$ cat config.mk
export PLATFORM = sky130hd
export DESIGN_NAME = gpu_dvfs_profile_governor_flat
export DESIGN_NICKNAME = d
export VERILOG_FILES = /design/src/hw/rtl/gdvfs_pkg.sv /design/src/hw/rtl/gdvfs_chan_if.sv /design/src/hw/rtl/gdvfs_table.sv /design/src/hw/rtl/gpu_dvfs_profile_governor.sv /design/src/flat_wrapper.sv
export SDC_FILE = /design/constraint.sdc
export NUM_CORES = 2
export LEC_CHECK = 0
export BUFFER_PORTS_ARGS = -buffer_cell sky130_fd_sc_hd__buf_2
export CELL_PAD_IN_SITES_DETAIL_PLACEMENT = 0
export CELL_PAD_IN_SITES_GLOBAL_PLACEMENT = 2
export CORE_ASPECT_RATIO = 1.1
export CORE_MARGIN = 3
export CORE_UTILIZATION = 30
export CTS_BUF_LIST = sky130_fd_sc_hd__clkbuf_4 sky130_fd_sc_hd__clkbuf_8
export DETAILED_ROUTE_END_ITERATION = 10
export HOLD_SLACK_MARGIN = 0.12
export PLACE_DENSITY = 0.68
export SYNTH_ARGS = -nofsm -noshare
export SYNTH_HDL_FRONTEND = slang
export SYNTH_SLANG_ARGS = --single-unit
$ cat constraint.sdc
create_clock -name clk -period 6.1 [get_ports clk]
set_input_delay 1.22 -clock clk [delete_from_list [all_inputs] [get_ports clk]]
set_output_delay 1.22 -clock clk [all_outputs]
set_load 0.01 [all_outputs]
$ cat src/hw/rtl/gdvfs_pkg.sv
package gdvfs_pkg;

	// profile table geometry
	localparam int PROFILE_COUNT = 8;
	localparam int IDX_W         = (PROFILE_COUNT > 1) ? $clog2(PROFILE_COUNT) : 1;
	localparam int PROF_W        = 3;
	localparam int TOP_PROFILE   = (PROFILE_COUNT < 8) ? PROFILE_COUNT - 1 : 7;

	// field widths
	localparam int FREQ_W = 24;
	localparam int PCT_W  = 7;
	localparam int RUN_W  = 8;
	localparam int CNT_W  = 32;
	localparam int TEMP_W = 16;
	localparam int PER_W  = 10;
	localparam int CFG_W  = 16;
	localparam int CIDX_W = 3;

	// threshold arithmetic widths
	localparam int FP_W  = FREQ_W + PER_W;
	localparam int TH_W  = FP_W + PCT_W;
	localparam int REF_W = CNT_W + 8;

	localparam logic [PCT_W-1:0] PCT_DIV = PCT_W'(100);

	// configuration register indexes
	typedef logic [CIDX_W-1:0] cfg_idx_t;
	localparam cfg_idx_t CFG_MIN_PROFILE  = cfg_idx_t'(0);
	localparam cfg_idx_t CFG_MAX_PROFILE  = cfg_idx_t'(1);
	localparam cfg_idx_t CFG_SAFE_PROFILE = cfg_idx_t'(2);
	localparam cfg_idx_t CFG_TEMP_HIGH    = cfg_idx_t'(3);
	localparam cfg_idx_t CFG_TEMP_LOW     = cfg_idx_t'(4);
	localparam cfg_idx_t CFG_PERIOD_MS    = cfg_idx_t'(5);

	// input item kinds
	localparam logic KIND_LOAD   = 1'b0;
	localparam logic KIND_PERIOD = 1'b1;

	// one profile table entry
	typedef struct packed {
		logic [RUN_W-1:0]  down_runs;
		logic [RUN_W-1:0]  up_runs;
		logic [PCT_W-1:0]  down_pct;
		logic [PCT_W-1:0]  up_pct;
		logic [FREQ_W-1:0] freq;
	} entry_t;

	// table write port
	typedef struct packed {
		logic             en;
		logic [IDX_W-1:0] addr;
		entry_t           data;
	} tbl_wr_t;

	// governor sequencer
	typedef enum logic [1:0] {
		S_IDLE,
		S_MUL1,
		S_MUL2,
		S_DEC
	} gov_state_t;

endpackage

$ cat src/hw/rtl/gdvfs_chan_if.sv
// input item channel
interface gdvfs_in_if;
	logic                                 valid;
	logic                                 ready;
	logic                                 kind;
	logic [2:0]                           entry_index;
	logic [gdvfs_pkg::FREQ_W-1:0]         entry_freq;
	logic [gdvfs_pkg::PCT_W-1:0]          entry_up_percent;
	logic [gdvfs_pkg::PCT_W-1:0]          entry_down_percent;
	logic [gdvfs_pkg::RUN_W-1:0]          entry_up_runs;
	logic [gdvfs_pkg::RUN_W-1:0]          entry_down_runs;
	logic [gdvfs_pkg::CNT_W-1:0]          busy_count;
	logic [gdvfs_pkg::TEMP_W-1:0]         temperature;

	modport source (
		output valid, kind, entry_index, entry_freq, entry_up_percent,
		       entry_down_percent, entry_up_runs, entry_down_runs,
		       busy_count, temperature,
		input  ready
	);
	modport sink (
		input  valid, kind, entry_index, entry_freq, entry_up_percent,
		       entry_down_percent, entry_up_runs, entry_down_runs,
		       busy_count, temperature,
		output ready
	);
endinterface

// result item channel
interface gdvfs_out_if;
	logic                          valid;
	logic                          ready;
	logic [gdvfs_pkg::PROF_W-1:0]  profile;
	logic                          changed;
	logic                          raised;
	logic                          thermal_cap;

	modport source (
		output valid, profile, changed, raised, thermal_cap,
		input  ready
	);
	modport sink (
		input  valid, profile, changed, raised, thermal_cap,
		output ready
	);
endinterface

$ cat src/hw/rtl/gdvfs_table.sv
module gdvfs_table (
	input  logic                          clk,
	input  gdvfs_pkg::tbl_wr_t            wr,
	input  logic                          rd_en,
	input  logic [gdvfs_pkg::IDX_W-1:0]   rd_addr,
	output gdvfs_pkg::entry_t             rd_data
);

	gdvfs_pkg::entry_t mem [gdvfs_pkg::PROFILE_COUNT];

	// write port
	always_ff @(posedge clk) begin
		if (wr.en) begin
			mem[wr.addr] <= wr.data;
		end
	end

	// registered read port
	always_ff @(posedge clk) begin
		if (rd_en) begin
			rd_data <= mem[rd_addr];
		end
	end

endmodule

$ cat src/hw/rtl/gpu_dvfs_profile_governor.sv
// period item: table read, freq*period, *percent, then decision; the input is not
// ready until the decision is made, and the decision waits while the output is stalled
// load item: written to the profile table at the accept edge, 1 item per cycle while
// idle; a finished result sits in an output register, and the next item can be taken then
// reset: profile 0, run counters and thermal flag cleared, config registers at
// their reset values; the profile table is undefined until loaded
module gpu_dvfs_profile_governor (
	input  logic                              clk,
	input  logic                              arst_n,
	input  logic                              cfg_we,
	input  logic [gdvfs_pkg::CIDX_W-1:0]      cfg_index,
	input  logic [gdvfs_pkg::CFG_W-1:0]       cfg_data,
	gdvfs_in_if.sink                          item_in,
	gdvfs_out_if.source                       item_out
);

	localparam logic [gdvfs_pkg::PROF_W-1:0] TOP =
		gdvfs_pkg::PROF_W'(gdvfs_pkg::TOP_PROFILE);
	localparam logic [gdvfs_pkg::RUN_W-1:0] RUN_MAX = '1;

	// configuration registers
	logic [gdvfs_pkg::PROF_W-1:0] min_profile_q, max_profile_q, safe_profile_q;
	logic [gdvfs_pkg::TEMP_W-1:0] temp_high_q, temp_low_q;
	logic [gdvfs_pkg::PER_W-1:0]  period_ms_q;

	// governor state
	gdvfs_pkg::gov_state_t        state_q, state_d;
	logic [gdvfs_pkg::PROF_W-1:0] cur_q;
	logic [gdvfs_pkg::RUN_W-1:0]  up_run_q, down_run_q;
	logic                         therm_q;

	// pipeline
	logic [gdvfs_pkg::CNT_W-1:0]  count_s1;
	logic [gdvfs_pkg::TEMP_W-1:0] temp_s1;
	logic [gdvfs_pkg::FP_W-1:0]   fp_s2;
	logic [gdvfs_pkg::PCT_W-1:0]  up_pct_s2, dn_pct_s2;
	logic [gdvfs_pkg::RUN_W-1:0]  up_need_s2, dn_need_s2;
	logic [gdvfs_pkg::REF_W-1:0]  hi_ref_s2, lo_ref_s2;
	logic [gdvfs_pkg::TH_W-1:0]   up_th_s3, dn_th_s3;

	// output register
	logic                         out_valid_q;
	logic [gdvfs_pkg::PROF_W-1:0] out_profile_q;
	logic                         out_changed_q, out_raised_q, out_therm_q;

	// control
	logic                         in_acc, rd_en, dec_go;
	gdvfs_pkg::tbl_wr_t           tbl_wr;
	gdvfs_pkg::entry_t            tbl_rd;

	// decision
	logic [gdvfs_pkg::CNT_W:0]    cnt_p1;
	logic [gdvfs_pkg::REF_W-1:0]  hi_ref, lo_ref;
	logic                         is_low, is_high, therm_d;
	logic [gdvfs_pkg::RUN_W-1:0]  up_run_d, down_run_d;
	logic [gdvfs_pkg::PROF_W-1:0] target, clamped, capped, final_prof;

	gdvfs_table u_table (
		.clk     (clk),
		.wr      (tbl_wr),
		.rd_en   (rd_en),
		.rd_addr (gdvfs_pkg::IDX_W'(cur_q)),
		.rd_data (tbl_rd)
	);

	// configuration writes
	always_ff @(posedge clk or negedge arst_n) begin
		if (!arst_n) begin
			min_profile_q  <= '0;
			max_profile_q  <= gdvfs_pkg::PROF_W'(7);
			safe_profile_q <= '0;
			temp_high_q    <= '1;
			temp_low_q     <= '0;
			period_ms_q    <= gdvfs_pkg::PER_W'(50);
		end else if (cfg_we) begin
			unique case (cfg_index)
				gdvfs_pkg::CFG_MIN_PROFILE:  min_profile_q  <= cfg_data[gdvfs_pkg::PROF_W-1:0];
				gdvfs_pkg::CFG_MAX_PROFILE:  max_profile_q  <= cfg_data[gdvfs_pkg::PROF_W-1:0];
				gdvfs_pkg::CFG_SAFE_PROFILE: safe_profile_q <= cfg_data[gdvfs_pkg::PROF_W-1:0];
				gdvfs_pkg::CFG_TEMP_HIGH:    temp_high_q    <= cfg_data[gdvfs_pkg::TEMP_W-1:0];
				gdvfs_pkg::CFG_TEMP_LOW:     temp_low_q     <= cfg_data[gdvfs_pkg::TEMP_W-1:0];
				gdvfs_pkg::CFG_PERIOD_MS:    period_ms_q    <= cfg_data[gdvfs_pkg::PER_W-1:0];
				default: ;
			endcase
		end
	end

	// sequencer next state
	always_comb begin
		state_d = state_q;
		unique case (state_q)
			gdvfs_pkg::S_IDLE: if (in_acc && item_in.kind == gdvfs_pkg::KIND_PERIOD) begin
				state_d = gdvfs_pkg::S_MUL1;
			end
			gdvfs_pkg::S_MUL1: state_d = gdvfs_pkg::S_MUL2;
			gdvfs_pkg::S_MUL2: state_d = gdvfs_pkg::S_DEC;
			gdvfs_pkg::S_DEC: if (dec_go) begin
				state_d = gdvfs_pkg::S_IDLE;
			end
			default: state_d = gdvfs_pkg::S_IDLE;
		endcase
	end

	// sequencer outputs
	always_comb begin
		item_in.ready = (state_q == gdvfs_pkg::S_IDLE);
		in_acc        = item_in.valid && item_in.ready;
		rd_en         = in_acc && item_in.kind == gdvfs_pkg::KIND_PERIOD;
		dec_go        = (state_q == gdvfs_pkg::S_DEC) && (!out_valid_q || item_out.ready);
		tbl_wr.en     = in_acc && item_in.kind == gdvfs_pkg::KIND_LOAD
			&& int'(item_in.entry_index) < gdvfs_pkg::PROFILE_COUNT;
		tbl_wr.addr   = gdvfs_pkg::IDX_W'(item_in.entry_index);
		tbl_wr.data.freq      = item_in.entry_freq;
		tbl_wr.data.up_pct    = item_in.entry_up_percent;
		tbl_wr.data.down_pct  = item_in.entry_down_percent;
		tbl_wr.data.up_runs   = item_in.entry_up_runs;
		tbl_wr.data.down_runs = item_in.entry_down_runs;
	end

	always_ff @(posedge clk or negedge arst_n) begin
		if (!arst_n) begin
			state_q <= gdvfs_pkg::S_IDLE;
		end else begin
			state_q <= state_d;
		end
	end

	// busy count scaled by 100: count > floor(p/100) iff 100*count > p,
	// count < floor(p/100) iff 100*(count+1) <= p
	always_comb begin
		cnt_p1 = {1'b0, count_s1} + (gdvfs_pkg::CNT_W+1)'(1);
		hi_ref = (gdvfs_pkg::REF_W'(count_s1) << 6) + (gdvfs_pkg::REF_W'(count_s1) << 5)
			+ (gdvfs_pkg::REF_W'(count_s1) << 2);
		lo_ref = (gdvfs_pkg::REF_W'(cnt_p1) << 6) + (gdvfs_pkg::REF_W'(cnt_p1) << 5)
			+ (gdvfs_pkg::REF_W'(cnt_p1) << 2);
	end

	// pipeline: capture, freq*period, *percent
	always_ff @(posedge clk) begin
		if (rd_en) begin
			count_s1 <= item_in.busy_count;
			temp_s1  <= item_in.temperature;
		end
		if (state_q == gdvfs_pkg::S_MUL1) begin
			fp_s2      <= gdvfs_pkg::FP_W'(tbl_rd.freq) * gdvfs_pkg::FP_W'(period_ms_q);
			up_pct_s2  <= tbl_rd.up_pct;
			dn_pct_s2  <= tbl_rd.down_pct;
			up_need_s2 <= tbl_rd.up_runs;
			dn_need_s2 <= tbl_rd.down_runs;
			hi_ref_s2  <= hi_ref;
			lo_ref_s2  <= lo_ref;
		end
		if (state_q == gdvfs_pkg::S_MUL2) begin
			up_th_s3 <= gdvfs_pkg::TH_W'(fp_s2) * gdvfs_pkg::TH_W'(up_pct_s2);
			dn_th_s3 <= gdvfs_pkg::TH_W'(fp_s2) * gdvfs_pkg::TH_W'(dn_pct_s2);
		end
	end

	// run counters and step target
	always_comb begin
		is_low     = (gdvfs_pkg::TH_W'(lo_ref_s2) <= dn_th_s3) && (cur_q != '0);
		is_high    = (gdvfs_pkg::TH_W'(hi_ref_s2) > up_th_s3) && (cur_q < TOP);
		up_run_d   = '0;
		down_run_d = '0;
		target     = cur_q;
		priority if (is_low) begin
			down_run_d = (down_run_q == RUN_MAX) ? RUN_MAX : down_run_q + 1'b1;
			if (down_run_d >= dn_need_s2) begin
				target     = cur_q - 1'b1;
				down_run_d = '0;
			end
		end else if (is_high) begin
			up_run_d = (up_run_q == RUN_MAX) ? RUN_MAX : up_run_q + 1'b1;
			if (up_run_d >= up_need_s2 && up_pct_s2 < gdvfs_pkg::PCT_DIV) begin
				target   = cur_q + 1'b1;
				up_run_d = '0;
			end
		end else begin
			// other period: both runs clear
			up_run_d   = '0;
			down_run_d = '0;
		end
	end

	// min/max clamp, thermal hysteresis and cap
	always_comb begin
		priority if (target < min_profile_q) begin
			clamped = min_profile_q;
		end else if (target > max_profile_q) begin
			clamped = max_profile_q;
		end else begin
			clamped = target;
		end
		priority if (temp_s1 > temp_high_q) begin
			therm_d = 1'b1;
		end else if (temp_s1 < temp_low_q) begin
			therm_d = 1'b0;
		end else begin
			therm_d = therm_q;
		end
		capped     = (therm_d && clamped > safe_profile_q) ? safe_profile_q : clamped;
		final_prof = (capped > TOP) ? TOP : capped;
	end

	// governor state update
	always_ff @(posedge clk or negedge arst_n) begin
		if (!arst_n) begin
			cur_q      <= '0;
			up_run_q   <= '0;
			down_run_q <= '0;
			therm_q    <= 1'b0;
		end else if (dec_go) begin
			cur_q      <= final_prof;
			up_run_q   <= up_run_d;
			down_run_q <= down_run_d;
			therm_q    <= therm_d;
		end
	end

	// output register
	always_ff @(posedge clk or negedge arst_n) begin
		if (!arst_n) begin
			out_valid_q <= 1'b0;
		end else if (dec_go) begin
			out_valid_q <= 1'b1;
		end else if (item_out.ready) begin
			out_valid_q <= 1'b0;
		end
	end

	always_ff @(posedge clk) begin
		if (dec_go) begin
			out_profile_q <= final_prof;
			out_changed_q <= (final_prof != cur_q);
			out_raised_q  <= (final_prof > cur_q);
			out_therm_q   <= therm_d;
		end
	end

	assign item_out.valid       = out_valid_q;
	assign item_out.profile     = out_profile_q;
	assign item_out.changed     = out_changed_q;
	assign item_out.raised      = out_raised_q;
	assign item_out.thermal_cap = out_therm_q;

	// checks
	a_cur_in_range: assert property (@(posedge clk) disable iff (!arst_n)
		cur_q <= TOP)
		else $error("current profile above top profile");

	a_runs_exclusive: assert property (@(posedge clk) disable iff (!arst_n)
		!(up_run_q != '0 && down_run_q != '0))
		else $error("up and down runs both nonzero");

	a_result_follows_dec: assert property (@(posedge clk) disable iff (!arst_n)
		dec_go |=> item_out.valid && item_out.profile == cur_q
			&& item_out.changed == (cur_q != $past(cur_q)))
		else $error("result does not match updated profile");

	a_raised_needs_change: assert property (@(posedge clk) disable iff (!arst_n)
		item_out.valid && item_out.raised |-> item_out.changed)
		else $error("raised without change");

	a_thermal_caps: assert property (@(posedge clk) disable iff (!arst_n)
		dec_go && therm_d |=> cur_q <= $past(safe_profile_q))
		else $error("thermal cap not applied");

endmodule

$ cat src/flat_wrapper.sv
// flat-port wrapper written by rule: the top's interface ports become plain ports
module gpu_dvfs_profile_governor_flat 
  (clk, arst_n, cfg_we, cfg_index, cfg_data, item_in_valid, item_in_kind, item_in_entry_index, item_in_entry_freq, item_in_entry_up_percent, item_in_entry_down_percent, item_in_entry_up_runs, item_in_entry_down_runs, item_in_busy_count, item_in_temperature, item_in_ready, item_out_valid, item_out_profile, item_out_changed, item_out_raised, item_out_thermal_cap, item_out_ready);
  gdvfs_in_if item_in_i ();
  gdvfs_out_if item_out_i ();
  input  logic clk;
  input  logic arst_n;
  input  logic cfg_we;
  input  logic [gdvfs_pkg::CIDX_W-1:0] cfg_index;
  input  logic [gdvfs_pkg::CFG_W-1:0] cfg_data;
  input wire logic [$bits(item_in_i.valid)-1:0] item_in_valid;
  input wire logic [$bits(item_in_i.kind)-1:0] item_in_kind;
  input wire logic [$bits(item_in_i.entry_index)-1:0] item_in_entry_index;
  input wire logic [$bits(item_in_i.entry_freq)-1:0] item_in_entry_freq;
  input wire logic [$bits(item_in_i.entry_up_percent)-1:0] item_in_entry_up_percent;
  input wire logic [$bits(item_in_i.entry_down_percent)-1:0] item_in_entry_down_percent;
  input wire logic [$bits(item_in_i.entry_up_runs)-1:0] item_in_entry_up_runs;
  input wire logic [$bits(item_in_i.entry_down_runs)-1:0] item_in_entry_down_runs;
  input wire logic [$bits(item_in_i.busy_count)-1:0] item_in_busy_count;
  input wire logic [$bits(item_in_i.temperature)-1:0] item_in_temperature;
  output wire logic [$bits(item_in_i.ready)-1:0] item_in_ready;
  output wire logic [$bits(item_out_i.valid)-1:0] item_out_valid;
  output wire logic [$bits(item_out_i.profile)-1:0] item_out_profile;
  output wire logic [$bits(item_out_i.changed)-1:0] item_out_changed;
  output wire logic [$bits(item_out_i.raised)-1:0] item_out_raised;
  output wire logic [$bits(item_out_i.thermal_cap)-1:0] item_out_thermal_cap;
  input wire logic [$bits(item_out_i.ready)-1:0] item_out_ready;
  assign item_in_i.valid = item_in_valid;
  assign item_in_i.kind = item_in_kind;
  assign item_in_i.entry_index = item_in_entry_index;
  assign item_in_i.entry_freq = item_in_entry_freq;
  assign item_in_i.entry_up_percent = item_in_entry_up_percent;
  assign item_in_i.entry_down_percent = item_in_entry_down_percent;
  assign item_in_i.entry_up_runs = item_in_entry_up_runs;
  assign item_in_i.entry_down_runs = item_in_entry_down_runs;
  assign item_in_i.busy_count = item_in_busy_count;
  assign item_in_i.temperature = item_in_temperature;
  assign item_in_ready = item_in_i.ready;
  assign item_out_valid = item_out_i.valid;
  assign item_out_profile = item_out_i.profile;
  assign item_out_changed = item_out_i.changed;
  assign item_out_raised = item_out_i.raised;
  assign item_out_thermal_cap = item_out_i.thermal_cap;
  assign item_out_i.ready = item_out_ready;
  gpu_dvfs_profile_governor u_core (.clk(clk), .arst_n(arst_n), .cfg_we(cfg_we), .cfg_index(cfg_index), .cfg_data(cfg_data), .item_in(item_in_i), .item_out(item_out_i));
endmodule
==> metrics.txt <==
status finished, violations left; failing checks setup timing; Distinct cells, synth 84; CTS tree done; Initial Utilization 30.28%; Clock Latency Late Sink 0.90 ns; Yosys warning count 0; Core Box Area 0.1959 mm²; Setup violations, final 1; pin count of the biggest net entering global routing 81; post-synthesis sequential element count between 800 and 900; Post-Syn Nets 6150; Final Skew 0.03898 ns; Hold WS 0.4168 ns; share of cells above drive strength 1 18.38%; chip height between 400 and 500 µm; drt pass-1 iters 5; hpwl dp 112400 µm; count of clock tree sinks ~840; CP required ~6.7 ns; synthesized area per cell 11.70 µm²; Clock Tree Buf Depth 3; number of synthesized flops with an enable pin 762; Max Fclk between 150 and 200 MHz; Syn Inst Count just over 5000; total grt overflow 0; Max Cap Viol 0; GP Congestion 0.8159; mapped cell area 0.05932 mm²; Slew Viols, Final 0; via/cell ratio 4.689; minimum clock period 6.110 ns; DRT antenna net count 0; setup TNS -0.009562 ns; RSZ-0062 raised after global routing yes; # rows 170; initial drt markers 2175; startpoint types flip-flop; Post-synth ARST share 8.852%; wire per inst between 15 and 20 µm; Setup CP Type reg -> reg; register area share after synthesis 41.74%; critical path fanouts, max 4; cts bufs inserted 149; Boundary Pins 138; non-filler instance count after layout 8232; Worst Tran Pin Value 1.028 ns; DIE WIDTH 430.0 µm; first-pass GRT wire length around 240000 µm; period utilization 100.2%; final net count about 6600; vias in the first global route about 42000; Total Routing Usage GR 15.21%; CTS clk-pin slew, worst paths 0.06 ns; Critical Path End Type flip-flop; Area Overhead vs Synth 17.24%; CP Data Arrival Time approximately 6.7 ns; hold crit path type reg -> reg; initial antenna violation count 15; Synth Flop Type edfxtp_1; Max-slew headroom a little under a third; clk root buf clkbuf_8; die area a little over 0.2 mm²; DRC viols 0; port buffer count 137; post-placement cell count 7911; worst setup slack after layout -0.009562 ns; H-tree depth 4; dpl ws -0.4049 ns; Vias between 30000 and 40000; Post-Route WL 151300 µm; final hold vios 0
synthesized netlist by cell type, drive strengths merged (20+ instances only):
library cell	number	share of area, %
xor2	75	1.1
nor2	124	0.78
nand4	28	0.30
dfstp	22	0.97
o21ai	129	1.1
o21a	42	0.53
a21o	98	1.2
clkbuf	170	1.1
a31oi	29	0.33
nand3	63	0.53
edfxtp	762	39
ha	429	9.0
dfrtp	52	2.2
a21oi	203	1.7
fa	523	18
inv	606	3.8
nand2b	42	0.44
xnor2	154	2.3
mux4	108	4.1
nor3	41	0.35
nand2	845	5.3
and3	27	0.29
mux2	34	0.65
buf	20	0.13
and2	207	2.2
o21bai	29	0.37
cell families after synthesis:
kind of cell | synth area share, %
AOI/OAI and AO/OA | 7.244
xor gates and xnor gates | 3.381
adders and majority gates | 26.70
buffers and inverters | 5.039
DFF | 41.74
muxes | 4.763
and+or+nand+nor | 11.13
final timing paths:
check,endpoint,slack [ns],startpoint,cells after the start
setup / recovery,u_core.fp_s2[32],-0.01,u_core.period_ms_q[1],20
hold / removal,u_core.up_need_s2[3],0.42,u_core.u_table.rd_data[41],0
setup reg to reg,u_core.fp_s2[32],-0.01,u_core.period_ms_q[1],20
hold reg to reg,u_core.up_need_s2[3],0.42,u_core.u_table.rd_data[41],0
max in group asynchronous,u_core.cur_q[0],3.97,arst_n,3
min in group asynchronous,u_core.up_run_q[6],0.79,arst_n,2
placed cells by master, fill, tap and decap left out, types with 34 or more instances in the layout:
master	netlist	layout
nor3_1	40	35
edfxtp_1	762	762
nand2_1	845	838
inv_1	605	599
buf_4	0	317
o21a_1	42	42
dfrtp_1	52	47
a21oi_1	202	185
xor2_1	75	75
fa_1	523	519
nand3_1	63	62
xnor2_1	154	151
o21ai_0	119	109
mux2_2	34	34
a21o_1	98	98
mux4_2	108	108
and2_1	205	203
ha_1	429	413
buf_2	1	136
nand2b_1	42	41
clkbuf_4	0	39
nor2_1	124	115
clkbuf_8	0	154
timing repair:
item                       4_1_cts  5_1_grt
hold buffers                     1        0
gates cloned                     0        0
gates resized for setup         28      107
buffers inserted                10       27
pin swaps                       29      107
hold endpoints to repair        17        0
setup endpoints to repair       13       35
registers in the layout, indices dropped and copies added, names as in the netlist, 10 cells and up:
name	flops
u_core.up_th_s3	41
u_core.hi_ref_s2	38
u_core.u_table.mem	432
u_core.temp_s1	16
u_core.temp_high_q	16
u_core.period_ms_q	10
u_core.fp_s2	34
u_core.lo_ref_s2	38
u_core.u_table.rd_data	54
u_core.count_s1	32
u_core.temp_low_q	16
u_core.dn_th_s3	41
metal layers:
metal  track usage (%)  part of all wire, %  up-vias
met5                 0                0.031        -
met4             3.726                  1.8        6
met3             2.231                  3.6      172
met2             26.30                   49      593
met1             20.00                   45    19600
li1                  -                    -    18230
stage by stage:
stage               util [%]  cell area (µm²)
CTS                    35.09            68730
global placement       33.34            65310
floorplan                  -            59340
detailed placement     33.34            65310
finish                 35.50            69540
global route           35.49            69520
worst max-delay path, cell delays in order (launching register included):
cell	delay, ns
dfstp_2	0.65
buf_6	0.13
buf_4	0.11
nand2_1	0.06
fa_1	0.50
inv_1	0.06
fa_1	0.46
fa_1	0.51
fa_1	0.53
fa_1	0.57
ha_4	0.21
a211oi_2	0.22
nand3_1	0.12
a211o_1	0.32
a41o_1	0.29
a2111oi_4	0.41
o31ai_1	0.13
a21o_1	0.18
a21o_1	0.16
a21oi_2	0.13
xnor2_1	0.09
layout make-up:
cell class	instances	area, µm²
inverters	606	2277
clock inverters	77	813.3
diodes	14	35.03
clock buffers	193	2412
well taps	2580	3228
multi-input cells	3436	32300
flip-flops and latches	836	24770
repair buffers	490	3704
fillers	19440	126400
Power is left out: the tool's default activity adds up to more than one toggle a clock period on the data nets, which glitch-free logic cannot reach.
